File: config.mk
export PLATFORM = sky130hd
export DESIGN_NAME = sync_length_crc_frame_receiver
export DESIGN_NICKNAME = d
export VERILOG_FILES = /design/src/rtl/slcfr_pkg.sv /design/src/rtl/sync_length_crc_frame_receiver.sv
export SDC_FILE = /design/constraint.sdc
export NUM_CORES = 2
export LEC_CHECK = 0
export BUFFER_PORTS_ARGS = -buffer_cell sky130_fd_sc_hd__buf_2
export CAP_MARGIN = 40
export CELL_PAD_IN_SITES_DETAIL_PLACEMENT = 1
export CELL_PAD_IN_SITES_GLOBAL_PLACEMENT = 2
export CORE_MARGIN = 2
export CORE_UTILIZATION = 55
export CTS_CLUSTER_DIAMETER = 80
export DETAILED_ROUTE_END_ITERATION = 10
export HOLD_SLACK_MARGIN = 0.12
export PLACE_DENSITY_LB_ADDON = 0.15
export SLEW_MARGIN = 20
export SYNTH_ARGS = -nofsm -noshare
export SYNTH_HDL_FRONTEND = slang
export SYNTH_SLANG_ARGS = --single-unit
File: constraint.sdc
create_clock -name clk -period 8.6 [get_ports clk]
set_input_delay 0.86 -clock clk [delete_from_list [all_inputs] [get_ports clk]]
set_output_delay 0.86 -clock clk [all_outputs]
set_load 0.1 [all_outputs]
File: src/rtl/slcfr_pkg.sv
// shared types, codes and the crc16 step for the framed serial receiver
package slcfr_pkg;

    localparam int CNT_W   = 9;
    localparam int TICK_W  = 10;
    localparam int CRC_W   = 16;

    localparam logic [7:0] HDR0 = 8'hA5;
    localparam logic [7:0] HDR1 = 8'hB6;
    localparam logic [9:0] MIN_FRAME = 10'd13;
    localparam logic [9:0] CRC_START_CNT = 10'd5;
    localparam logic [CRC_W-1:0] CRC_INIT = 16'hFFFF;
    localparam logic [CRC_W-1:0] CRC_POLY = 16'hA001;
    localparam logic [TICK_W-1:0] TICK_MAX = 10'h3FF;

    localparam logic [8:0] LIMIT_RESET = 9'd256;
    localparam logic [TICK_W-1:0] SYNC_RESET = 10'd500;
    localparam logic [TICK_W-1:0] GAP_RESET = 10'd200;

    // action codes
    localparam logic [1:0] ACT_BYTE = 2'd0;
    localparam logic [1:0] ACT_TICK = 2'd1;
    localparam logic [1:0] ACT_READ = 2'd2;

    // register indexes
    localparam logic [1:0] REG_LIMIT = 2'd0;
    localparam logic [1:0] REG_SYNC  = 2'd1;
    localparam logic [1:0] REG_GAP   = 2'd2;

    // result kinds and status codes
    localparam logic KIND_STATUS = 1'b0;
    localparam logic KIND_READ   = 1'b1;
    localparam logic [1:0] ST_OK   = 2'd0;
    localparam logic [1:0] ST_ERR  = 2'd1;
    localparam logic [1:0] ST_MORE = 2'd2;

    typedef enum logic [1:0] {
        PH_HUNT,
        PH_SYNC,
        PH_RECV
    } phase_t;

    // crc16 modbus, one byte folded lsb first
    function automatic logic [CRC_W-1:0] crc_fold(input logic [CRC_W-1:0] crc_in,
                                                  input logic [7:0] data);
        logic [CRC_W-1:0] c;
        c = crc_in ^ {8'h00, data};
        for (int k = 0; k < 8; k++)
        begin
            c = (c >> 1) ^ (c[0] ? CRC_POLY : '0);
        end
        return c;
    endfunction

endpackage

File: src/rtl/sync_length_crc_frame_receiver.sv
// framed serial receiver: header hunt, frame buffer, length/tail end and crc16 check
//
// input channel (in_valid/in_stall) carries one word per item: action selects a
// received byte, a 1 ms tick or a frame buffer read. one word may be accepted
// every cycle while in_stall is low; all state updates for a word complete in
// the cycle it is taken. results (status reports and buffer read data) appear
// on the output channel (out_valid/out_stall) once the word that caused them
// has passed the read stage (the registered frame buffer read) and the output
// register. words that cause no result (most bytes and ticks) produce nothing.
// the frame buffer is a single memory, written by received bytes and read by
// read words; one access per word, so the two never meet in one cycle.
// cfg writes (cfg_valid/cfg_ready, always ready) set buffer limit, sync window
// and byte gap; the user makes them only while no word is in flight (not enforced).
// reset clears the receive state and restores register defaults; buffer
// contents are left as they are and read undefined until written.
// a stall on the output holds the result; the input stalls only when both the
// read stage and the output register are full, so no word is lost.
module sync_length_crc_frame_receiver
    import slcfr_pkg::*;
#(
    parameter int BUFFER_DEPTH = 256
)(
    input  logic       clk,
    input  logic       rst_n,
    input  logic       in_valid,
    output logic       in_stall,
    input  logic [1:0] action,
    input  logic [7:0] rx_byte,
    input  logic [7:0] read_index,
    input  logic       cfg_valid,
    output logic       cfg_ready,
    input  logic [1:0] cfg_index,
    input  logic [9:0] cfg_data,
    output logic       out_valid,
    input  logic       out_stall,
    output logic       result_kind,
    output logic [1:0] frame_status,
    output logic [8:0] frame_length,
    output logic [7:0] read_data
);

    localparam int AW  = $clog2(BUFFER_DEPTH);
    localparam int DW  = $clog2(BUFFER_DEPTH + 1);
    localparam int LW  = (DW > 10) ? DW : 10;
    localparam int CW  = (AW > CNT_W) ? AW : CNT_W;
    localparam int RAW = (AW > 8) ? AW : 8;

    // configuration
    logic [8:0]        limit_reg;
    logic [TICK_W-1:0] sync_reg;
    logic [TICK_W-1:0] gap_reg;

    // receive state
    phase_t            phase_reg, phase_next;
    logic [CNT_W-1:0]  count_reg, count_next;
    logic [TICK_W-1:0] tick_reg, tick_next;
    logic [CRC_W-1:0]  crc_reg, crc_next;
    logic [3:0][7:0]   hist_reg, hist_next;

    logic [7:0] mem [BUFFER_DEPTH];

    // read stage and output register
    logic       p1_valid_reg;
    logic       p1_kind_reg;
    logic [1:0] p1_status_reg;
    logic [8:0] p1_length_reg;
    logic       p1_zero_reg;
    logic [7:0] rdata_reg;
    logic       out_valid_reg;
    logic       out_kind_reg;
    logic [1:0] out_status_reg;
    logic [8:0] out_length_reg;
    logic [7:0] out_data_reg;

    logic out_free, p1_adv, p1_free, accept;
    logic [LW-1:0] depth_w, lim_w;
    logic [8:0]    lim;
    logic [9:0]    cnt_inc;
    logic [TICK_W-1:0] tc_inc;
    logic is_byte, is_tick, rd_hit;
    logic hdr0_hit, hdr1_hit, sync_lost, recv_byte, overflow, store_byte, tail_seen;
    logic gap_out, sync_out, report;
    logic [CRC_W-1:0] crc_upd, crc_new;
    logic       res_valid;
    logic [1:0] res_status;
    logic [8:0] res_length;
    logic       wr_en;
    logic [CW-1:0]  wr_addr_w;
    logic [RAW-1:0] rd_addr_w;
    logic           rd_beyond;

    assign cfg_ready = 1'b1;

    // handshake
    assign out_free = !out_valid_reg || !out_stall;
    assign p1_adv   = p1_valid_reg && out_free;
    assign p1_free  = !p1_valid_reg || p1_adv;
    assign in_stall = !p1_free;
    assign accept   = in_valid && p1_free;

    // effective limit, clamped to the memory depth
    assign depth_w = LW'(BUFFER_DEPTH);
    assign lim_w   = (LW'(limit_reg) < depth_w) ? LW'(limit_reg) : depth_w;
    assign lim     = lim_w[8:0];

    assign cnt_inc = {1'b0, count_reg} + 10'd1;
    assign tc_inc  = (tick_reg < TICK_MAX) ? tick_reg + 1'b1 : tick_reg;

    assign is_byte = accept && (action == ACT_BYTE);
    assign is_tick = accept && (action == ACT_TICK);
    assign rd_hit  = accept && (action == ACT_READ);

    assign hdr0_hit  = is_byte && (phase_reg == PH_HUNT) && (rx_byte == HDR0);
    assign hdr1_hit  = is_byte && (phase_reg == PH_SYNC) && (rx_byte == HDR1);
    assign sync_lost = is_byte && (phase_reg == PH_SYNC) && (rx_byte != HDR1)
                       && (rx_byte != HDR0);
    assign recv_byte = is_byte && (phase_reg == PH_RECV);
    assign overflow  = recv_byte && ((lim == 9'd0) || (cnt_inc >= {1'b0, lim}));
    assign store_byte = recv_byte && !overflow;
    // b6 a5 ends the frame, which also covers the tail at 13 plus the length byte
    assign tail_seen = store_byte && (hist_reg[0] == HDR1) && (rx_byte == HDR0);
    assign gap_out   = is_tick && (phase_reg == PH_RECV) && (tc_inc >= gap_reg);
    assign sync_out  = is_tick && (phase_reg != PH_RECV) && (tc_inc >= sync_reg);
    assign report    = overflow || tail_seen || gap_out || sync_out;

    // crc runs four bytes behind the newest one
    assign crc_upd = crc_fold(crc_reg, hist_reg[3]);
    assign crc_new = (cnt_inc >= CRC_START_CNT) ? crc_upd : crc_reg;

    always_comb
    begin
        phase_next = phase_reg;
        if (report)
        begin
            phase_next = PH_HUNT;
        end
        else
        begin
            unique case (phase_reg)
                PH_HUNT:
                begin
                    if (hdr0_hit)
                        phase_next = PH_SYNC;
                end
                PH_SYNC:
                begin
                    if (hdr1_hit)
                        phase_next = PH_RECV;
                    else if (sync_lost)
                        phase_next = PH_HUNT;
                end
                PH_RECV:
                begin
                    phase_next = PH_RECV;
                end
                default:
                begin
                    phase_next = PH_HUNT;
                end
            endcase
        end
    end

    always_comb
    begin
        count_next = count_reg;
        tick_next  = tick_reg;
        crc_next   = crc_reg;
        hist_next  = hist_reg;
        res_valid  = 1'b0;
        res_status = ST_OK;
        res_length = 9'd0;

        if (overflow || gap_out)
        begin
            res_valid  = 1'b1;
            res_status = ST_ERR;
        end
        else if (sync_out)
        begin
            res_valid  = 1'b1;
            res_status = ST_MORE;
        end
        else if (tail_seen)
        begin
            res_valid = 1'b1;
            if (cnt_inc < MIN_FRAME || {hist_reg[2], hist_reg[1]} != crc_new)
                res_status = ST_ERR;
            else
                res_length = cnt_inc[8:0];
        end

        if (report)
        begin
            count_next = '0;
            tick_next  = '0;
            crc_next   = CRC_INIT;
            hist_next  = '0;
        end
        else if (is_tick)
        begin
            tick_next = tc_inc;
        end
        else if (hdr0_hit)
        begin
            count_next = CNT_W'(1);
        end
        else if (hdr1_hit)
        begin
            count_next = CNT_W'(2);
            tick_next  = '0;
            crc_next   = CRC_INIT;
            hist_next  = {8'h00, 8'h00, HDR0, HDR1};
        end
        else if (sync_lost)
        begin
            count_next = '0;
        end
        else if (store_byte)
        begin
            count_next = cnt_inc[CNT_W-1:0];
            tick_next  = '0;
            crc_next   = crc_new;
            hist_next  = {hist_reg[2:0], rx_byte};
        end
    end

    // count sits at the next free position in every phase
    assign wr_en     = hdr0_hit || hdr1_hit || store_byte;
    assign wr_addr_w = CW'(count_reg);
    assign rd_addr_w = RAW'(read_index);
    assign rd_beyond = (LW'(read_index) >= depth_w);

    always_ff @(posedge clk)
    begin
        if (wr_en)
            mem[wr_addr_w[AW-1:0]] <= rx_byte;
    end

    always_ff @(posedge clk)
    begin
        if (rd_hit)
            rdata_reg <= mem[rd_addr_w[AW-1:0]];
    end

    always_ff @(posedge clk or negedge rst_n)
    begin
        if (!rst_n)
        begin
            limit_reg <= LIMIT_RESET;
            sync_reg  <= SYNC_RESET;
            gap_reg   <= GAP_RESET;
        end
        else if (cfg_valid)
        begin
            case (cfg_index)
                REG_LIMIT: limit_reg <= cfg_data[8:0];
                REG_SYNC:  sync_reg  <= cfg_data;
                REG_GAP:   gap_reg   <= cfg_data;
                default:   ;
            endcase
        end
    end

    always_ff @(posedge clk or negedge rst_n)
    begin
        if (!rst_n)
        begin
            phase_reg <= PH_HUNT;
            count_reg <= '0;
            tick_reg  <= '0;
            crc_reg   <= CRC_INIT;
            hist_reg  <= '0;
        end
        else
        begin
            phase_reg <= phase_next;
            count_reg <= count_next;
            tick_reg  <= tick_next;
            crc_reg   <= crc_next;
            hist_reg  <= hist_next;
        end
    end

    always_ff @(posedge clk or negedge rst_n)
    begin
        if (!rst_n)
        begin
            p1_valid_reg  <= 1'b0;
            out_valid_reg <= 1'b0;
        end
        else
        begin
            if (p1_free)
                p1_valid_reg <= res_valid || rd_hit;
            if (out_free)
                out_valid_reg <= p1_valid_reg;
        end
    end

    always_ff @(posedge clk)
    begin
        if (p1_free)
        begin
            p1_kind_reg   <= rd_hit ? KIND_READ : KIND_STATUS;
            p1_status_reg <= res_status;
            p1_length_reg <= res_length;
            p1_zero_reg   <= rd_beyond;
        end
        if (p1_adv)
        begin
            out_kind_reg   <= p1_kind_reg;
            out_status_reg <= p1_status_reg;
            out_length_reg <= p1_length_reg;
            out_data_reg   <= (p1_kind_reg == KIND_READ && !p1_zero_reg) ? rdata_reg : 8'h00;
        end
    end

    assign out_valid    = out_valid_reg;
    assign result_kind  = out_kind_reg;
    assign frame_status = out_status_reg;
    assign frame_length = out_length_reg;
    assign read_data    = out_data_reg;

endmodule

[After elaboration in Yosys (flattened, before gate mapping)]
Memory sizes are Yosys's and may differ from the RTL's. A register that Yosys moved wholly into a read port is not among the register bits.
Cells that the tools add are included.
Word-level totals
  register bits: 133
  logic and storage cells: 164
  output and inout port bits: 23
  bits of input ports: 35
  memories kept: 1
  RAM bits: 2048
Operators by class
  add/sub/neg operators: 2
  bitwise operators: 10
  reductions and logical operators: 53
  $lt $le $gt $ge: 8
  multiplexer cells: 49
  eq/ne operators: 20
Memory list
  mem: depth 256, bits a word 8, rd ports 1, clocked after memory_dff 1, wr ports 1, RTL line sync_length_crc_frame_receiver.sv:60  | logic [7:0] mem [BUFFER_DEPTH];
Operators with widths (count)
  $mux 16: 15
  $mux 32: 6
  $xor 15x16->16: 8
  $mux 10: 7
  $mux 9: 7
  $eq 8x8->1 const B: 3
  $logic_and 1x1->1: 21
  $ge 10x10->1: 2
  $ne 16x16->1: 1
  $ne 8x8->1 const B: 2
  $xor 16x8->16: 1
  $logic_or 1x1->1: 11
  $add 10x1->10 const B: 1
  $add 9x1->10 const B: 1
  $ge 10x3->1 const B: 1
  $ge 10x9->1: 1
  $lt 10x10->1 const B: 1
  $lt 10x4->1 const B: 1
  $mux 2: 5
  $reduce_and 2->1: 5
  $ge 8x9->1 const B: 1
  $logic_not 9->1: 1
  $lt 9x9->1 const B: 1
  $mux 1: 8
  other kinds (18): 31

[Depth between registers and ports, before layout]
  depth after elaboration: 24
  gate-level depth with buffers: 18
  gate-level depth less buffers: 15

[Worst setup path before layout]
No wires, ideal clock.
  kind: register to register
  start: register count_reg[0]
  end: memory mem[112][0] (enable)
  arrival time: 3.875 ns
  path buffers: 3
  setup slack: 4.355 ns
  library setup time: 0.370 ns
  required time: 8.230 ns
  stages on the path, launching flop included: 18
  period minus slack after synthesis: 4.245 ns
  path through: dfrtp_1 ha_1 and3_1 clkbuf_1 nand3_1 xor2_1 inv_1 ha_1 a21o_1 a21oi_1 o21ai_0 a21oi_1 o21ai_1 o211ai_1 clkbuf_1 nand3_1 clkbuf_1 nor2_1
On the way
  longest elaborated chain between the ends: 9
Ends and longest elaborated chain
  from (decl): RTL line sync_length_crc_frame_receiver.sv:55  | logic [CNT_W-1:0] count_reg, count_next;
  from (signal assigned): RTL line sync_length_crc_frame_receiver.sv:278  | count_reg <= count_next;
  $add 9x1->10: RTL line sync_length_crc_frame_receiver.sv:106  | assign cnt_inc = {1'b0, count_reg} + 10'd1;
  net cnt_inc[6]: RTL line sync_length_crc_frame_receiver.sv:78  | logic [9:0] cnt_inc;
  $ge 10x9->1: RTL line sync_length_crc_frame_receiver.sv:118  | assign overflow = recv_byte && ((lim == 9'd0) || (cnt_inc >= {1'b0, lim}));
  $logic_or 1x1->1: RTL line sync_length_crc_frame_receiver.sv:118
  $logic_and 1x1->1: RTL line sync_length_crc_frame_receiver.sv:118
  $logic_not 1->1: RTL line sync_length_crc_frame_receiver.sv:119  | assign store_byte = recv_byte && !overflow;
  $logic_and 1x1->1: RTL line sync_length_crc_frame_receiver.sv:119
  $logic_or 1x1->1: RTL line sync_length_crc_frame_receiver.sv:229  | assign wr_en = hdr0_hit || hdr1_hit || store_byte;
  $mux 1: RTL line sync_length_crc_frame_receiver.sv:236  | if (wr_en)
  $mux 1 (implied by the code): RTL line sync_length_crc_frame_receiver.sv:237  | mem[wr_addr_w[AW-1:0]] <= rx_byte;
  to (decl): RTL line sync_length_crc_frame_receiver.sv:60
The timed path passes the listed nets, and every way through them passes these cells.

[Worst setup path in the final report]
  start: register count_reg[0]
  end: memory mem[144][7] (enable)
Same word-level chain as after synthesis.

==> reports/qor.txt <==
Root Buffer - clkbuf_16
outcome - finished, final reports clean
Worst Hold End - limit_reg[8]$_DFFE_PN1P_
RR Startpoint - count_reg[0]$_DFFE_PN0P_
Cell Pwr Density - 244 mW/mm^2
Final ANT Viol Nets - 0
Yosys warnings - 0
CTS HTree Levels - 4
WL per Instance - 34.2 um
Residual DRC - 0
drt pass-1 iters - 5
DP Wirelength - 135000 um
Placer Congestion - 0.825
Synth area leaders - edfxtp_1 73%, mux4_2 18%, dfrtp_1 2.2%, nor2_1 1.4%, dfstp_2 0.79%
final setup TNS - 0 ps
synth unique cells - 64
number of I/O port buffers - 56
Crit path arrival time - 5790 ps
total wire length - 217000 um
global route overflow - 0
synthesized instance count - 3925
largest net degree at the start of global routing - 167
top cell type's share of synthesized area - 72.8%
first-pass GRT wire length - 317000 um
f_max - 187 MHz
Slew Viols, Final - 0
# clock sinks - 2188
max-cap check violation count - 0
leak pwr - 30.8 nW
vias per cell - 6.44
R2R depth - 16
unrepaired setup endpoints after global routing - false
Overall Global Routing Usage - 27.9%
Area Overhead vs Synth - 12.2%
fin nets - 4164
Mapped Nets - 3994
max reg flops - 2048
power after layout - 23.6 mW
area leader, netlist - edfxtp_1
CTS max path bufs - 3
Post-synth top cells - 2088 x edfxtp_1, 680 x mux4_2, 318 x nor2_1, 144 x clkbuf_1, 74 x dfrtp_1
worst setup path class - flop to flop
RR Endpoint - mem[144][7]$_DFFE_PP_
clock transition at the registers of the reported paths - 60 ps
vias in the first global route - 42600
hold path cells - 3
crit start category - flop
layout cells sized above 1 - 29.1%
CP startpoint - count_reg[0]$_DFFE_PN0P_
Fillers - 12500
Die Width - 400 um
row count - 145
1st-iter DRT viols - 4224
num ports - 58
vias - 40800
die height - 400 um
crit path max fanout - 16
Die ar. - 0.160 sq mm
CTS tree - yes
Yosys reg bits - 2188
clk_lat worst skew - 840 ps
Starting Density - 55.3%
part of the Yosys area used for sequential elements - 75.8%
Setup Skew - 22.1 ps
Final Hold Viols - 0
internal reg-to-reg setup slack - 3260 ps
final worst path period share - 62.1%
hold crit path type - input pin to flop
initial antenna violation count - 13
CP Capture Type - flop
Post-synth EDFFs - 2088
# setup viols final - 0
Slew Limit Headroom - 20.2%
VDD IR-drop max - 0.000317 V
Syn Area/Cell - 21.9 sq um
post-CTS sizing - 0
synthesized area - 0.0861 sq mm
crit path time final - 5340 ps
async set or reset register ratio after synthesis - 4.57%
Critical Path RT - 9050 ps
top-count cell post-synth - edfxtp_1
Core Area - 0.156 sq mm
CTS Buf Count - 214
HP Start - cfg_data[8]
top_reg_cell synth - edfxtp_1
worst slew pin tran - 1200 ps
## layout by cell type, fill, tap and decap left out, types with 29 or more instances in the layout
cell,count
mux2_2,29
clkbuf_1,46
nor2_1,316
nand2_1,70
o21ai_0,33
dfrtp_1,74
clkbuf_16,216
a21oi_1,49
inv_1,38
clkinv_1,40
mux2i_1,31
nand3_1,38
mux4_2,680
buf_2,43
edfxtp_1,2088
buf_4,75
clkinv_2,47
ha_1,34
## critical path, stage by stage, from the launching register on
cell and delay [ps]:
dfrtp_1 510, ha_1 260, and3_1 330, nand3_1 140
xor2_1 330, inv_1 90, ha_1 300, a21o_1 160
a21oi_1 170, o21ai_0 100, a21oi_1 300, o21ai_4 110
o211ai_1 130, buf_4 310, nand3_1 560, buf_4 460
nor2_1 680
## metal layers
| metal | vias up | GRT usage [%] | part of all wire, % | routed length, um |
|---|---|---|---|---|
| li1 | 16700 | - | - | - |
| met2 | 1787 | 44.6 | 49 | 107000 |
| met5 | - | 0 | 0.021 | 46 |
| met3 | 244 | 4.32 | 7.3 | 15800 |
| met1 | 22000 | 41.3 | 41 | 89000 |
| met4 | 8 | 6.81 | 2.2 | 4750 |
## worst max path at each step
stage | slack [ps] | end | depth (start not counted)
2_1_floorplan | 4350 | mem[112][0]$_DFFE_PP_ | 17
3_3_place_gp | 3190 | mem[88][4]$_DFFE_PP_ | 9
3_5_place_dp | 3280 | mem[146][1]$_DFFE_PP_ | 10
4_1_cts | 3240 | mem[146][5]$_DFFE_PP_ | 16
5_1_grt | 2930 | mem[82][2]$_DFFE_PP_ | 16
6_report | 3260 | mem[144][7]$_DFFE_PP_ | 16
## cell type report
cell class | instances | area [sq um] | area share, %
flip-flops and latches | 2188 | 65200 | 67.5
clock inverters | 134 | 1270 | 1.31
clock buffers | 263 | 5590 | 5.78
well taps | 2058 | 2570 | 2.66
diodes | 1 | 2.50 | 0.00259
multi-input cells | 1479 | 20000 | 20.7
repair buffers | 173 | 1880 | 1.94
inverters | 39 | 146 | 0.151
## stage by stage
step	cell area (sq um)	util, %	hold WS, ps	instances	worst slack, ps
floorplan	86100	-	400	3925	4350
global placement	89000	57.1	406	5881	3190
detailed placement	89500	57.4	407	5907	3280
CTS	96400	61.8	239	6305	3240
global route	96700	62.0	277	6334	2930
finish	96700	62.0	300	6335	3260
## logic make-up after synthesis
logic type	after synthesis	synth area share [%]
flops	2188	75.8
mux	740	18.5
simple gates	533	2.72
buf+inv	258	1.14
compound gates	128	0.892
xor+xnor	43	0.471
fa+ha+maj	34	0.494
other cells	1	0.00435
## where the power goes
group | internal, mW | total (mW) | leakage (nW) | switching, mW
clock | 5.18 | 9.18 | 3.34 | 4.00
combinational | 0.965 | 2.38 | 7.42 | 1.42
sequential | 11.9 | 12.1 | 20.0 | 0.194
total | 18.0 | 23.6 | 30.8 | 5.61
## what timing repair did
action | 4_1_cts | 5_1_grt
hold endpoints to repair | 24 | 0
hold buffers | 1 | 0
buffers inserted | 0 | 0
No activity file was read; power rests on OpenSTA's default activity.
